`src/stt_pkg.sv`:
```
`timescale 1ns / 1ps
// ----------------------------------------------------------------------------
// stt_pkg
// Shared constants for the timer slot table: sizes, input kinds and
// result status codes.
// ----------------------------------------------------------------------------
package stt_pkg;

    // Table size and time width
    localparam int NUM_SLOTS = 16;
    localparam int TIME_BITS = 32;
    localparam int SLOT_W    = $clog2(NUM_SLOTS);
    localparam int CNT_W     = $clog2(NUM_SLOTS + 1);

    // Field widths of the stream beats
    localparam int KIND_W   = 3;
    localparam int TID_W    = 4;
    localparam int STATUS_W = 2;

    // Input kinds
    localparam logic [KIND_W-1:0] KIND_TICK     = 3'd0;
    localparam logic [KIND_W-1:0] KIND_SET_ONCE = 3'd1;
    localparam logic [KIND_W-1:0] KIND_SET_REP  = 3'd2;
    localparam logic [KIND_W-1:0] KIND_PAUSE    = 3'd3;
    localparam logic [KIND_W-1:0] KIND_RESUME   = 3'd4;
    localparam logic [KIND_W-1:0] KIND_STOP     = 3'd5;
    localparam logic [KIND_W-1:0] KIND_QUERY    = 3'd6;

    // Result status codes
    localparam logic [STATUS_W-1:0] STAT_OK     = 2'd0;
    localparam logic [STATUS_W-1:0] STAT_UNUSED = 2'd1;
    localparam logic [STATUS_W-1:0] STAT_FULL   = 2'd2;

endpackage

```
`src/stt_ram.sv`:
```
`timescale 1ns / 1ps
// ----------------------------------------------------------------------------
// stt_ram
// Generic simple dual-port RAM: one write port, one read port with a
// registered read. Read data holds while rd_en is low.
// ----------------------------------------------------------------------------
module stt_ram #(
    parameter int WIDTH = 32,
    parameter int DEPTH = 16
) (
    input  logic                     clk,
    input  logic                     wr_en,
    input  logic [$clog2(DEPTH)-1:0] wr_addr,
    input  logic [WIDTH-1:0]         wr_data,
    input  logic                     rd_en,
    input  logic [$clog2(DEPTH)-1:0] rd_addr,
    output logic [WIDTH-1:0]         rd_data
);

    logic [WIDTH-1:0] mem [DEPTH];

    // Write port
    always_ff @(posedge clk)
    begin
        if (wr_en)
        begin
            mem[wr_addr] <= wr_data;
        end
    end

    // Registered read port
    always_ff @(posedge clk)
    begin
        if (rd_en)
        begin
            rd_data <= mem[rd_addr];
        end
    end

endmodule

```
`src/software_timer_table.sv`:
```
`timescale 1ns / 1ps
// ----------------------------------------------------------------------------
// software_timer_table
// Table of countdown timer slots. Set kinds allocate the lowest free slot,
// pause/resume/stop/query address one slot, a tick walks every slot and
// reports each one that fires, then closes with a beat flagged tlast.
//
//   channel  | direction | beat contents
//   ---------+-----------+----------------------------------------------------
//   s_*      | in        | tuser: kind; tdata: timer_id, duration_us, elapsed
//   m_*      | out       | tuser: fired; tdata: status, slot_id, is_paused,
//            |           | remaining_us; tlast: last
//
// One request at a time. Set, pause, resume, stop and query raise their
// result beat from S_EXEC once the output register is free, then return
// to S_IDLE for the next request. A tick walks the slots in S_TICK and
// raises its closing beat from S_TEND: the walk reads one slot a cycle
// from the time and reload RAMs, unless an output stall holds it, and
// writes the countdown back once the read word arrives. Output stalls hold
// the walk on a firing slot and hold any pending result beat. Reset clears
// the slot flags at once; no clearing pass is needed.
// ----------------------------------------------------------------------------
module software_timer_table
    import stt_pkg::*;
(
    input  logic        clk,
    input  logic        rst_n,
    input  logic        s_tvalid,
    output logic        s_tready,
    input  logic [71:0] s_tdata,   // timer_id[3:0], duration_us[35:4], elapsed_us[67:36], 0
    input  logic [2:0]  s_tuser,   // kind[2:0]
    output logic        m_tvalid,
    input  logic        m_tready,
    output logic [39:0] m_tdata,   // status[1:0], slot_id[5:2], is_paused[6],
                                   // remaining_us[38:7], 0
    output logic        m_tuser,   // fired
    output logic        m_tlast
);

    // Sequencer states
    localparam logic [1:0] S_IDLE = 2'd0;
    localparam logic [1:0] S_EXEC = 2'd1;
    localparam logic [1:0] S_TICK = 2'd2;
    localparam logic [1:0] S_TEND = 2'd3;

    logic [1:0]           state_reg, state_next;

    // Latched request
    logic [KIND_W-1:0]    kind_reg, kind_next;
    logic [TID_W-1:0]     tid_reg, tid_next;
    logic [TIME_BITS-1:0] dur_reg, dur_next;
    logic [TIME_BITS-1:0] el_reg, el_next;

    // Per-slot flags
    logic [NUM_SLOTS-1:0] valid_reg, valid_next;
    logic [NUM_SLOTS-1:0] active_reg, active_next;
    logic [NUM_SLOTS-1:0] paused_reg, paused_next;
    logic [NUM_SLOTS-1:0] repeat_reg, repeat_next;

    // Tick walk
    logic [CNT_W-1:0]     rd_idx_reg, rd_idx_next;
    logic                 proc_vld_reg, proc_vld_next;
    logic [SLOT_W-1:0]    proc_idx_reg, proc_idx_next;

    // Output register
    logic                 out_vld_reg, out_vld_next;
    logic [STATUS_W-1:0]  out_status_reg, out_status_next;
    logic [TID_W-1:0]     out_slot_reg, out_slot_next;
    logic                 out_fired_reg, out_fired_next;
    logic                 out_paused_reg, out_paused_next;
    logic [TIME_BITS-1:0] out_remain_reg, out_remain_next;
    logic                 out_last_reg, out_last_next;

    // RAM ports
    logic                 tm_we, rl_we, ram_re;
    logic [SLOT_W-1:0]    tm_wa, rl_wa, ram_ra;
    logic [TIME_BITS-1:0] tm_wd, rl_wd, tm_rd, rl_rd;

    // Helpers
    logic                 in_beat;
    logic                 out_free;
    logic                 free_found;
    logic [SLOT_W-1:0]    free_idx;
    logic [SLOT_W-1:0]    tid_slot;
    logic                 tid_ok;
    logic                 p_run;
    logic [TIME_BITS-1:0] t_sub;
    logic                 p_fire;
    logic                 tick_stall;
    logic                 tick_issue;

    assign s_tready = (state_reg == S_IDLE);
    assign in_beat  = s_tvalid && s_tready;
    assign out_free = !out_vld_reg || m_tready;

    // Lowest free slot
    always_comb
    begin
        free_found = 1'b0;
        free_idx   = '0;
        for (int i = NUM_SLOTS - 1; i >= 0; i--)
        begin
            if (!valid_reg[i])
            begin
                free_found = 1'b1;
                free_idx   = SLOT_W'(i);
            end
        end
    end

    // Addressed slot check
    assign tid_slot = tid_reg[SLOT_W-1:0];
    assign tid_ok   = ({1'b0, tid_reg} < (TID_W + 1)'(NUM_SLOTS)) && valid_reg[tid_slot];

    // Countdown of the slot under processing
    assign p_run  = valid_reg[proc_idx_reg] && active_reg[proc_idx_reg]
                    && !paused_reg[proc_idx_reg];
    assign t_sub  = (tm_rd > el_reg) ? (tm_rd - el_reg) : '0;
    assign p_fire = proc_vld_reg && p_run && (t_sub == '0);

    assign tick_stall = p_fire && !out_free;
    assign tick_issue = (state_reg == S_TICK) && !tick_stall
                        && (rd_idx_reg < CNT_W'(NUM_SLOTS));

    // RAM read: request slot on accept, walk index during a tick
    assign ram_re = in_beat || tick_issue;
    assign ram_ra = (state_reg == S_IDLE) ? s_tdata[SLOT_W-1:0] : rd_idx_reg[SLOT_W-1:0];

    // Next-state logic
    always_comb
    begin
        state_next      = state_reg;
        kind_next       = kind_reg;
        tid_next        = tid_reg;
        dur_next        = dur_reg;
        el_next         = el_reg;
        valid_next      = valid_reg;
        active_next     = active_reg;
        paused_next     = paused_reg;
        repeat_next     = repeat_reg;
        rd_idx_next     = rd_idx_reg;
        proc_vld_next   = proc_vld_reg;
        proc_idx_next   = proc_idx_reg;
        out_vld_next    = out_vld_reg && !m_tready;
        out_status_next = out_status_reg;
        out_slot_next   = out_slot_reg;
        out_fired_next  = out_fired_reg;
        out_paused_next = out_paused_reg;
        out_remain_next = out_remain_reg;
        out_last_next   = out_last_reg;
        tm_we           = 1'b0;
        tm_wa           = proc_idx_reg;
        tm_wd           = t_sub;
        rl_we           = 1'b0;
        rl_wa           = free_idx;
        rl_wd           = dur_reg;

        case (state_reg)
            S_IDLE:
            begin
                if (s_tvalid)
                begin
                    kind_next  = s_tuser;
                    tid_next   = s_tdata[3:0];
                    dur_next   = s_tdata[35:4];
                    el_next    = s_tdata[67:36];
                    state_next = S_EXEC;
                end
            end

            S_EXEC:
            begin
                if (kind_reg == KIND_TICK)
                begin
                    rd_idx_next   = '0;
                    proc_vld_next = 1'b0;
                    state_next    = S_TICK;
                end
                else if (out_free)
                begin
                    // default single beat: all zero, last
                    out_vld_next    = 1'b1;
                    out_status_next = STAT_OK;
                    out_slot_next   = '0;
                    out_fired_next  = 1'b0;
                    out_paused_next = 1'b0;
                    out_remain_next = '0;
                    out_last_next   = 1'b1;
                    state_next      = S_IDLE;
                    if (kind_reg == KIND_SET_ONCE || kind_reg == KIND_SET_REP)
                    begin
                        if (free_found)
                        begin
                            valid_next[free_idx]  = 1'b1;
                            active_next[free_idx] = 1'b1;
                            paused_next[free_idx] = 1'b0;
                            repeat_next[free_idx] = (kind_reg == KIND_SET_REP);
                            tm_we                 = 1'b1;
                            tm_wa                 = free_idx;
                            tm_wd                 = dur_reg;
                            rl_we                 = 1'b1;
                            rl_wd                 = (kind_reg == KIND_SET_REP) ? dur_reg : '0;
                            out_slot_next         = TID_W'(free_idx);
                        end
                        else
                        begin
                            out_status_next = STAT_FULL;
                        end
                    end
                    else if (kind_reg == KIND_PAUSE || kind_reg == KIND_RESUME
                             || kind_reg == KIND_STOP || kind_reg == KIND_QUERY)
                    begin
                        out_slot_next = tid_reg;
                        if (!tid_ok)
                        begin
                            out_status_next = STAT_UNUSED;
                        end
                        else
                        begin
                            case (kind_reg)
                                KIND_PAUSE:  paused_next[tid_slot] = 1'b1;
                                KIND_RESUME: paused_next[tid_slot] = 1'b0;
                                KIND_STOP:   active_next[tid_slot] = 1'b0;
                                default:
                                begin
                                    out_paused_next = paused_reg[tid_slot];
                                    out_remain_next = tm_rd;
                                end
                            endcase
                        end
                    end
                end
            end

            S_TICK:
            begin
                if (!tick_stall)
                begin
                    // process the slot whose time word arrived this cycle
                    if (proc_vld_reg && valid_reg[proc_idx_reg])
                    begin
                        if (!active_reg[proc_idx_reg])
                        begin
                            valid_next[proc_idx_reg] = 1'b0;
                        end
                        else if (!paused_reg[proc_idx_reg])
                        begin
                            tm_we = 1'b1;
                            if (p_fire)
                            begin
                                tm_wd = repeat_reg[proc_idx_reg] ? rl_rd : '0;
                                if (!repeat_reg[proc_idx_reg])
                                begin
                                    valid_next[proc_idx_reg] = 1'b0;
                                end
                                out_vld_next    = 1'b1;
                                out_status_next = STAT_OK;
                                out_slot_next   = TID_W'(proc_idx_reg);
                                out_fired_next  = 1'b1;
                                out_paused_next = 1'b0;
                                out_remain_next = repeat_reg[proc_idx_reg] ? rl_rd : '0;
                                out_last_next   = 1'b0;
                            end
                        end
                    end

                    // advance the walk
                    proc_vld_next = tick_issue;
                    proc_idx_next = rd_idx_reg[SLOT_W-1:0];
                    if (tick_issue)
                    begin
                        rd_idx_next = rd_idx_reg + CNT_W'(1);
                    end
                    if (proc_vld_reg && proc_idx_reg == SLOT_W'(NUM_SLOTS - 1))
                    begin
                        state_next = S_TEND;
                    end
                end
            end

            S_TEND:
            begin
                if (out_free)
                begin
                    out_vld_next    = 1'b1;
                    out_status_next = STAT_OK;
                    out_slot_next   = '0;
                    out_fired_next  = 1'b0;
                    out_paused_next = 1'b0;
                    out_remain_next = '0;
                    out_last_next   = 1'b1;
                    state_next      = S_IDLE;
                end
            end

            default:
            begin
                state_next = S_IDLE;
            end
        endcase
    end

    // Control registers
    always_ff @(posedge clk or negedge rst_n)
    begin
        if (!rst_n)
        begin
            state_reg    <= S_IDLE;
            valid_reg    <= '0;
            active_reg   <= '0;
            paused_reg   <= '0;
            repeat_reg   <= '0;
            rd_idx_reg   <= '0;
            proc_vld_reg <= 1'b0;
            out_vld_reg  <= 1'b0;
        end
        else
        begin
            state_reg    <= state_next;
            valid_reg    <= valid_next;
            active_reg   <= active_next;
            paused_reg   <= paused_next;
            repeat_reg   <= repeat_next;
            rd_idx_reg   <= rd_idx_next;
            proc_vld_reg <= proc_vld_next;
            out_vld_reg  <= out_vld_next;
        end
    end

    // Payload registers
    always_ff @(posedge clk)
    begin
        kind_reg       <= kind_next;
        tid_reg        <= tid_next;
        dur_reg        <= dur_next;
        el_reg         <= el_next;
        proc_idx_reg   <= proc_idx_next;
        out_status_reg <= out_status_next;
        out_slot_reg   <= out_slot_next;
        out_fired_reg  <= out_fired_next;
        out_paused_reg <= out_paused_next;
        out_remain_reg <= out_remain_next;
        out_last_reg   <= out_last_next;
    end

    // Remaining time per slot
    stt_ram #(
        .WIDTH (TIME_BITS),
        .DEPTH (NUM_SLOTS)
    ) u_time_ram (
        .clk     (clk),
        .wr_en   (tm_we),
        .wr_addr (tm_wa),
        .wr_data (tm_wd),
        .rd_en   (ram_re),
        .rd_addr (ram_ra),
        .rd_data (tm_rd)
    );

    // Reload interval per slot
    stt_ram #(
        .WIDTH (TIME_BITS),
        .DEPTH (NUM_SLOTS)
    ) u_reload_ram (
        .clk     (clk),
        .wr_en   (rl_we),
        .wr_addr (rl_wa),
        .wr_data (rl_wd),
        .rd_en   (ram_re),
        .rd_addr (ram_ra),
        .rd_data (rl_rd)
    );

    // Output beat
    assign m_tvalid = out_vld_reg;
    assign m_tdata  = {1'b0, out_remain_reg, out_paused_reg, out_slot_reg, out_status_reg};
    assign m_tuser  = out_fired_reg;
    assign m_tlast  = out_last_reg;

endmodule

```
`config.mk`:
```
export PLATFORM = sky130hd
export DESIGN_NAME = software_timer_table
export DESIGN_NICKNAME = d
export VERILOG_FILES = /design/src/stt_pkg.sv /design/src/stt_ram.sv /design/src/software_timer_table.sv
export SDC_FILE = /design/constraint.sdc
export NUM_CORES = 2
export LEC_CHECK = 0
export BUFFER_PORTS_ARGS = -buffer_cell sky130_fd_sc_hd__buf_2
export CORE_ASPECT_RATIO = 0.6
export CORE_MARGIN = 1.5
export CORE_UTILIZATION = 40
export CTS_CLUSTER_DIAMETER = 80
export DETAILED_ROUTE_END_ITERATION = 10
export GPL_TIMING_DRIVEN = 0
export PLACE_DENSITY_LB_ADDON = 0.08
export SLEW_MARGIN = 20
export SYNTH_ARGS = -nofsm -noshare
export SYNTH_HDL_FRONTEND = slang
export SYNTH_SLANG_ARGS = --single-unit
```
`constraint.sdc`:
```
create_clock -name clk -period 29.3 [get_ports clk]
set_input_delay 2.93 -clock clk [delete_from_list [all_inputs] [get_ports clk]]
set_output_delay 2.93 -clock clk [all_outputs]
set_load 0.05 [all_outputs]
```
==> impl_metrics.csv <==
group,metric,value,unit
worst_hold_path,worst_hold_path_type,"reg -> reg",
sta,timing.max_slew.rel_slack,17.6,%
global_route,busiest_layer,"met1",
detailed_routing,detailedRoute.firstIterationViolations,4660,
global_route,grt_util_met1,41.9,%
clock_network,clock_tree.buffer_depth,3,
placed_design,numPortBuffers,117,
die,fp.dieH,286,um
yosys,synth_async_sr_flop_share,5.72,%
sta,hold_viol,0,
global_route,overflow,0,
die,number_of_top_level_design_ports,123,
yosys,dominant_synthesized_flop_cell,"edfxtp_1",
placed_design,dp_slack,21.55,ns
status,run_status,"completed",
die,die_x,475,um
yosys,number_of_enable_flip_flop_cells_after_synthesis,1204,
detailed_routing,route.detailed.vias_per_inst,5.98,
global_route,initial_antenna_violation_count,9,
yosys,synth_top_cell_area_share,67.6,%
setup_path,largest_driver_fanout_on_the_critical_path,10,
yosys,yosys.cell_types.count,84,
sta,hold_slack,0.510,ns
die,start_util,40.5,%
layout,layout.cells.most_common,"edfxtp_1",
layout,most-common-layout-cells,"edfxtp_1, mux4_2, nand2_1, buf_2, clkbuf_1",
die,core_area,0.132,mm2
clock_network,holdBufCountCts,0,
setup_path,critical-path-max-stage-delay,0.93,ns
sta,finalWorstPathRequiredPeriod,7.10,ns
detailed_routing,post-route-drc-count,0,
setup_path,crit_path_frequent_cell,"buf_4",
sta,tightestPinTransition,1.24,ns
clock_network,cts_repair_resize_count,0,
yosys,synth.yosys.seq_area_share,71.1,%
global_route,use_met2,35.9,%
detailed_routing,detail_route.first_pass.iterations,9,
setup_path,critical_path.endpoint_type,"register",
yosys,post_synth_inst_count,3135,
clock_network,cts-root-buf,"clkbuf_16",
layout,finish.utilization,47.1,%
clock_network,cts_buffers,120,
layout,fraction_of_layout_cells_with_a_size_suffix_above_1,25.3,%
detailed_routing,antenna_viol_nets_final,0,
detailed_routing,detail_route.wirelength,176000,um
power,worst_ir_drop_vdd,0.0000553,V
die,design.die.area,0.136,mm2
yosys,synth.area.top_cells,"edfxtp_1, mux4_2, dfrtp_1, nand2_1, o21ai_0",
yosys,synth.yosys.warnings,0,
setup_path,cp_launch_type,"input pin",
clock_network,cts.clk_slew.worst_paths,0.06,ns
yosys,flops_latches_synth,1277,
setup_path,setup.worst_path.class,"in -> reg",
placed_design,placed_area,0.0582,mm2
clock_network,postCtsSetupBuffers,0,
setup_path,critPathBufInv,7,
setup_path,crit_arrival,7.55,ns
setup_path,cp_data_required_time,29.76,ns
detailed_routing,vias,32500,
global_route,grt_start_max_net_pins,50,
yosys,synthDominantAreaCellType,"edfxtp_1",
global_route,grt_pass1_wl,246000,um
yosys,synth_fp_nets,3252,
sta,setup_viol,0,
clock_network,cts_tree,"done",
global_route,grt_util_all_layers,25.9,%
layout,finalInstanceArea,0.0623,mm2
layout,reg.largest.list,"u_reload_ram.mem x512, u_time_ram.mem x512",
placed_design,dp.final_hpwl,131000,um
global_route,use_met3,5.37,%
power,power.static_leakage,21.3,nW
sta,slew_violations,0,
setup_path,critPathTopFamily,"buffers and inverters",
layout,area_delta_synth_final,16.5,%
setup_path,critical_path.cell_chain,"buf_2 -> nor2b_1 -> clkbuf_1 -> nor2_1 -> nand2_1 -> clkbuf_1 -> nand2_1 -> nand2_1 -> nand4_1 -> nor3_2 -> buf_4 -> buf_4 -> buf_4 -> buf_4",
yosys,synthesis.area_per_instance,17.1,um2
global_route,grt_pass1_vias,31400,
yosys,synthesis.area,0.0535,mm2
flow_run,maxCapViolCount,0,
layout,num_antenna_cells,0,
sta,rsz0062_at_grt,"no",
placed_design,place.gp.congestion,0.955,
sta,achievable_freq,141,MHz
sta,min_period_over_period,24.2,%
sta,setup_slack,22.20,ns
power,power.density_cell_area,104,mW/mm2
detailed_routing,detail_route.wl_per_cell,32.3,um
sta,clock-skew-final,0.0447,ns
die,placement_rows,103,
layout,nNetsFinal,3666,
sta,fin_tns_setup,0,ns
clock_network,cts_max_level,3,
clock_network,cts.sinks,1277,
clock_network,clock_latency,0.77,ns
setup_path,cpMaxStageDelayCell,"clkbuf_1",
-- synthesized netlist by cell type, types with 7 or more instances --
master	number
a211oi_1	73
a21boi_0	15
a21o_1	32
a21oi_1	73
a22o_1	60
a22oi_1	21
a31oi_1	83
and2_1	74
and3_1	19
buf_1	38
buf_2	16
buf_4	8
clkbuf_1	120
dfrtp_1	73
edfxtp_1	1204
ha_1	37
inv_1	68
mux2_2	18
mux2i_1	20
mux4_2	281
nand2_1	266
nand2b_1	20
nand3_1	37
nand4_1	25
nor2_1	89
nor2b_1	45
nor3_1	25
nor4_1	19
o211ai_1	10
o21a_1	7
o21ai_0	118
o22ai_1	11
or3_1	11
xnor2_1	8
xor2_1	9
-- power by group --
group	switching (mW)	leakage [nW]	total [mW]	internal (mW)
registers	0.109	11.9	2.52	2.41
clock network	0.713	1.95	1.61	0.899
logic	1.59	7.45	2.32	0.732
-- through the flow --
step | total power [mW] | cells
finish | 6.45 | 5433
global route | 6.70 | 5433
CTS | 6.45 | 5432
detailed placement | 4.84 | 5211
global placement | 4.73 | 5037
floorplan | 3.86 | 3135
-- layer usage --
metal | up-vias | part of all wire (%)
li1 | 13500 | -
met1 | 17200 | 48
met2 | 1563 | 42
met3 | 195 | 8.8
met4 | 2 | 1.8
met5 | - | 0.0074
-- final cells by class --
class | instances | area [um2]
inverters | 69 | 267
multi-input cells | 1605 | 14900
fillers | 11300 | 69800
clock buffers | 144 | 3140
plain buffers | 184 | 788
clock inverters | 77 | 882
well taps | 1785 | 2230
flip-flops and latches | 1277 | 38000
repair buffers | 292 | 2130
-- worst register-to-register path, delay by kind of cell (launching register included) --
kind	cells	cell delay [ns]
AO/OA/AOI/OAI	5	1.35
adder cells (fa/ha/maj)	2	0.69
buffers and inverters	8	1.72
flip-flops	1	0.52
AND/OR/NAND/NOR	6	2.24
-- cells by family (layout without fill, tap and decap cells) --
group	count (synthesis)	count (layout)	synth area share (%)
fa+ha+maj	38	38	0.903
other cells	1	1	0.00702
flops	1277	1277	71.1
mux	319	319	12.6
compound gates	570	570	7.23
buf+inv	253	766	1.91
simple gates	659	659	5.99
xor+xnor	18	18	0.309
-- final timing paths --
kind,start,end,slack [ns],cells past startpoint
min in group asynchronous,rst_n,async pin,2.11,1
worst max-delay path,m_tready,u_time_ram.mem[11][27],22.20,14
max in group asynchronous,rst_n,valid_reg[6],26.59,2
worst min-delay path,repeat_reg[4],repeat_reg[4],0.51,1
worst min register to register,repeat_reg[4],repeat_reg[4],0.51,1
worst max register to register,el_reg[0],u_time_ram.mem[0][24],22.49,21
Note: power is estimated with default switching activity, not from simulation.
